File: config.mk
export PLATFORM = sky130hd
export DESIGN_NAME = pprj_queue
export DESIGN_NICKNAME = d
export VERILOG_FILES = /design/src/rtl/pprj_queue.sv
export SDC_FILE = /design/constraint.sdc
export NUM_CORES = 1
export LEC_CHECK = 0
export CAP_MARGIN = 20
export CORE_MARGIN = 2
export CORE_UTILIZATION = 60
export CTS_CLUSTER_DIAMETER = 100
export DETAILED_ROUTE_END_ITERATION = 8
export DONT_BUFFER_PORTS = 1
export HOLD_SLACK_MARGIN = 0.12
export PLACE_DENSITY = 0.77
export SYNTH_ARGS = -nofsm -noshare
export SYNTH_HDL_FRONTEND = slang
export SYNTH_SLANG_ARGS = --single-unit
File: constraint.sdc
create_clock -name clk -period 2.2 [get_ports clk]
set_input_delay 0.66 -clock clk [delete_from_list [all_inputs] [get_ports clk]]
set_output_delay 0.66 -clock clk [all_outputs]
set_load 0.03 [all_outputs]
File: src/rtl/pprj_queue.sv
`timescale 1ns / 1ps
`default_nettype none

module pprj_queue #(
  parameter int WIDTH = 8,
  parameter int DEPTH = 4
) (
  input  wire logic             clk,
  input  wire logic             rst,
  input  wire logic             push,
  input  wire logic [WIDTH-1:0] wr_data,
  input  wire logic             pop,
  output logic [WIDTH-1:0]      rd_data,
  output logic                  full,
  output logic                  empty
);

  localparam int AW = (DEPTH > 1) ? $clog2(DEPTH) : 1;
  localparam int CW = $clog2(DEPTH + 1);

  logic [WIDTH-1:0] slots [DEPTH];
  logic [AW-1:0]    wr_ptr, rd_ptr;
  logic [CW-1:0]    count;

  assign full    = (count == CW'(DEPTH));
  assign empty   = (count == '0);
  assign rd_data = slots[rd_ptr];

  always_ff @(posedge clk) begin
    if (push) begin
      slots[wr_ptr] <= wr_data;
    end
  end

  always_ff @(posedge clk) begin
    if (rst) begin
      wr_ptr <= '0;
      rd_ptr <= '0;
      count  <= '0;
    end else begin
      if (push) begin
        wr_ptr <= (wr_ptr == AW'(DEPTH - 1)) ? '0 : wr_ptr + 1'b1;
      end
      if (pop) begin
        rd_ptr <= (rd_ptr == AW'(DEPTH - 1)) ? '0 : rd_ptr + 1'b1;
      end
      if (push && !pop) begin
        count <= count + 1'b1;
      end else if (pop && !push) begin
        count <= count - 1'b1;
      end
    end
  end

endmodule

`default_nettype wire

==> flow_results.org <==
** Die
- Placeable Area :: 0.00250 mm^2
- DIE WIDTH :: 55.6 um
- 22 I/O pins were placed.
- Die height :: 55.6 um
- In this run the core area contains 18 standard-cell rows.
- The initial utilization of the core area, before any placement, comes to 0.639.
- Die area :: 0.00309 mm^2

** STA
- Counting I/O delays and the setup requirement, the final critical path takes 2140 ps.
- Worst-margin pin slew :: 440 ps
- The clock arrives with 4.75 ps of skew.
- Post-route fraction of the period consumed by the critical path :: 0.975
- Setup repair after global routing left no endpoint under its margin.
- Setup total negative slack on the finished layout was measured at 0 ps.
- Count of final setup violators :: 0
- Achievable Freq :: 466 MHz
- The worst pin sits at a relative slew slack of 0.706.
- The number of slew-limit violations in the final report is 0.
- The final number of hold-violating endpoints is 0.

** Setup path
- Reg2reg setup slack :: 700 ps
- The worst register-to-register path begins at count[0].
- STA classifies the critical path endpoint as an output pin.
- The endpoint identified for the worst register-to-register timing path is count[2].
- Highest fanout seen on the critical path :: 8
- STA puts the critical path data required time at 1540 ps.
- WS Path Type :: reg -> out
- The number of cells on the worst reg-to-reg path is 4.
- Arrival time at the worst endpoint :: 1480 ps
- STA classifies the critical path startpoint as a register.
- Capturing element of the worst setup path :: rd_data[1]

** Synth
- Adder-cell area share of the yosys netlist :: 0.0595
- For this run, the leading register cell type out of synthesis is sky130_fd_sc_hd__edfxtp_1.
- After synthesis, the mean cell area works out to 18.6 um^2.
- Counting flops with an async set or reset pin after synthesis yields a share of 0.
- Synthesis inferred 41 register bits.
- Main combinational cell family by area after synthesis :: multiplexers
- The fraction of the mapped netlist area in compound gates came to 0.00940.
- Yosys mapped a number of flops with a built-in enable equal to 32.
- Synthesized cell area :: 0.00160 mm^2
- The number of different library cells used by synthesis comes to 17.
- Share of the yosys chip area belonging to registers :: 0.714
- Number of warnings printed during yosys synthesis :: 0
- Synthesis handed over a netlist of 86 instances.
- Xor-xnor portion of the synthesized cell area :: 0.0110
- Of the total synthesized cell area, the portion taken by AND, OR, NAND and NOR gates is 0.0486.
- When the netlist entered floorplanning its net count stood at 105.
- After synthesis, the cell types taking the most area are sky130_fd_sc_hd__edfxtp_1 (60%), sky130_fd_sc_hd__dfxtp_1 (11%), sky130_fd_sc_hd__mux4_2 (11%).
- Of the post-synthesis cell area, the dominant cell type holds 0.601.
- Mux contribution to synthesized area :: 0.138
- The synthesized design spends more area on one cell type than any other, namely sky130_fd_sc_hd__edfxtp_1.

** Finish
- Area used by multi-input combinational logic :: 425 um^2
- Final #Nets :: 113
- The number of antenna diodes in the final layout is 0.
- The area growth from synthesis to layout is 8.85%.
- Post-route core utilization :: 0.696
- Share of post-route cells with drive strength above 1 :: 0.211
- In the final layout, flip-flops and latches occupy 0.00114 mm^2.
- Number of inserted filler cells in the final layout :: 154
- The count of cells in the finished layout, fillers not included, comes to 125.

** Clock network
- Count of hold buffers inserted by post-cts repair :: 0
- The H-tree generated during clock tree synthesis spans 2 levels.
- Number of buffers added by the clock tree synthesis step :: 5
- Root Buffer Master :: sky130_fd_sc_hd__clkbuf_4
- TritonCTS built the clock tree.
- Clock-pin slew of the registers on the worst-case setup and hold paths :: 120 ps
- The clock reaches the later pin of the worst-skew pair after 350 ps.
- Counting along the longest clock path gives a buffer depth of 2.
- Clk sink count :: 41
- Number of buffers inserted by post-CTS setup repair :: 0

** Global route
- Initial antenna violation count :: 0
- Pin count of the biggest net entering global routing :: 14
- Overall track demand over capacity in global routing :: 0.166
- The first global-routing pass estimated 3640 um of wire.
- Global-route congestion overflow total :: 0
- Number of global-route vias before repair :: 715

** Pwr
- Pwr Total :: 1.61 mW
- Power spread over the standard cell area amounts to 927 mW/mm^2.
- Static power due to leakage :: 0.612 nW
- VDD IR-drop max :: 0.786 mV

** Placed design
- Dpl hpwl :: 1520 um
- Including well taps, the total number of placed cells is 117.
- Final weighted congestion in routability-driven placement :: 0.763
- Number of buffers inserted by port buffering :: 0

** Min path
- The min-delay analysis places its worst path in the category in -> reg.
- Worst Hold Path Cells :: 1

** Route
- Vias/cell :: 5.74
- Once detail routing completed, the nets flagged for antenna violations numbered 0.
- Total wire length after detailed routing :: 2240 um
- Total number of vias :: 718
- After detailed routing, the average wire length per cell comes to 17.9 um.
- TritonRoute pass-1 iters :: 4
- The detailed router finished its first iteration with 18 violations.
- Drc violations :: 0

** Flow run
- The tool flagged a number of max-cap violations equal to 0.

** Run status
- The flow ran to the end, and the final reports show no timing, DRC or antenna violations.
cells in the final DEF (no fill, tap or decap), types with 2 or more instances in the layout:
| cell | count |
|---|---|
| sky130_fd_sc_hd__a21oi_1 | 2 |
| sky130_fd_sc_hd__nor2_1 | 7 |
| sky130_fd_sc_hd__mux4_2 | 8 |
| sky130_fd_sc_hd__dfxtp_1 | 8 |
| sky130_fd_sc_hd__inv_1 | 4 |
| sky130_fd_sc_hd__mux2i_1 | 4 |
| sky130_fd_sc_hd__edfxtp_1 | 32 |
| sky130_fd_sc_hd__xor2_1 | 2 |
| sky130_fd_sc_hd__clkbuf_4 | 5 |
| sky130_fd_sc_hd__nor3b_1 | 2 |
| sky130_fd_sc_hd__and2_1 | 4 |
| sky130_fd_sc_hd__buf_4 | 2 |
| sky130_fd_sc_hd__ha_1 | 6 |
cell type report:
type	instances	area share
clock buffers	6	0.0295
clock inverters	2	0.0216
inverters	4	0.00863
multi-input cells	39	0.245
flip-flops and latches	41	0.657
well taps	30	0.0216
repair buffers	3	0.0173
worst max-delay path, cell delays in order, from the launching register on:
cell	delay (ps)
sky130_fd_sc_hd__dfxtp_2	350
sky130_fd_sc_hd__buf_8	150
sky130_fd_sc_hd__mux4_2	630
what timing repair did:
action                                  4_1_cts  5_1_grt
resized for setup                             2        1
endpoints found under the setup margin        8        4
pin swaps                                     0        0
metrics by stage:
stage / area [um^2] / hold WS [ps] / worst slack [ps]
after global routing: 1740 / 343 / 3.69
after CTS: 1740 / 350 / 15.5
after floorplan: 1600 / 460 / 278
after detailed placement: 1640 / 490 / 217
after global placement: 1640 / 477 / 253
final: 1740 / 361 / 55.0
synth_stat cells, types with 2 or more instances:
cell	instances
sky130_fd_sc_hd__nor3b_1	2
sky130_fd_sc_hd__mux2i_1	4
sky130_fd_sc_hd__inv_1	4
sky130_fd_sc_hd__a21oi_1	2
sky130_fd_sc_hd__ha_1	6
sky130_fd_sc_hd__and2_1	4
sky130_fd_sc_hd__dfxtp_1	9
sky130_fd_sc_hd__edfxtp_1	32
sky130_fd_sc_hd__nor2_1	7
sky130_fd_sc_hd__xor2_1	2
sky130_fd_sc_hd__mux4_2	8
per-layer routing:
layer | wire, um | vias up | GRT usage | share of wire
li1 | - | 341 | - | -
met2 | 1090 | 21 | 0.238 | 0.49
met1 | 931 | 348 | 0.206 | 0.42
met3 | 148 | 8 | 0.0651 | 0.066
met5 | 0 | - | 0 | 0
met4 | 67 | 0 | 0.115 | 0.030
worst min-delay path by stage:
stage	endpoint	slack [ps]	from
after floorplan	count[2]	460	count[2]
after global placement	count[2]	480	count[2]
after detailed placement	count[2]	490	count[2]
after CTS	count[2]	350	rst
after global routing	wr_ptr[0]	340	rst
final	wr_ptr[0]	360	rst
logic make-up after synthesis:
logic type / after synthesis
flip-flops: 41
AND/OR/NAND/NOR: 15
multiplexers: 12
adder cells (fa/ha/maj): 7
buffers and inverters: 6
AO/OA/AOI/OAI: 3
XOR/XNOR: 2
power by group:
part / leakage (nW) / switching [mW] / internal, mW
Clock: 0.0445 / 0.237 / 0.270
Sequential: 0.369 / 0.0272 / 0.881
Combinational: 0.199 / 0.120 / 0.0771
Total: 0.612 / 0.384 / 1.23
flip-flops by register name, summed over array words and instances (netlist names), named ones only:
name and flops:
slots 32, count 3, rd_ptr 2, wr_ptr 2
Note: power is estimated with default switching activity, not from simulation.
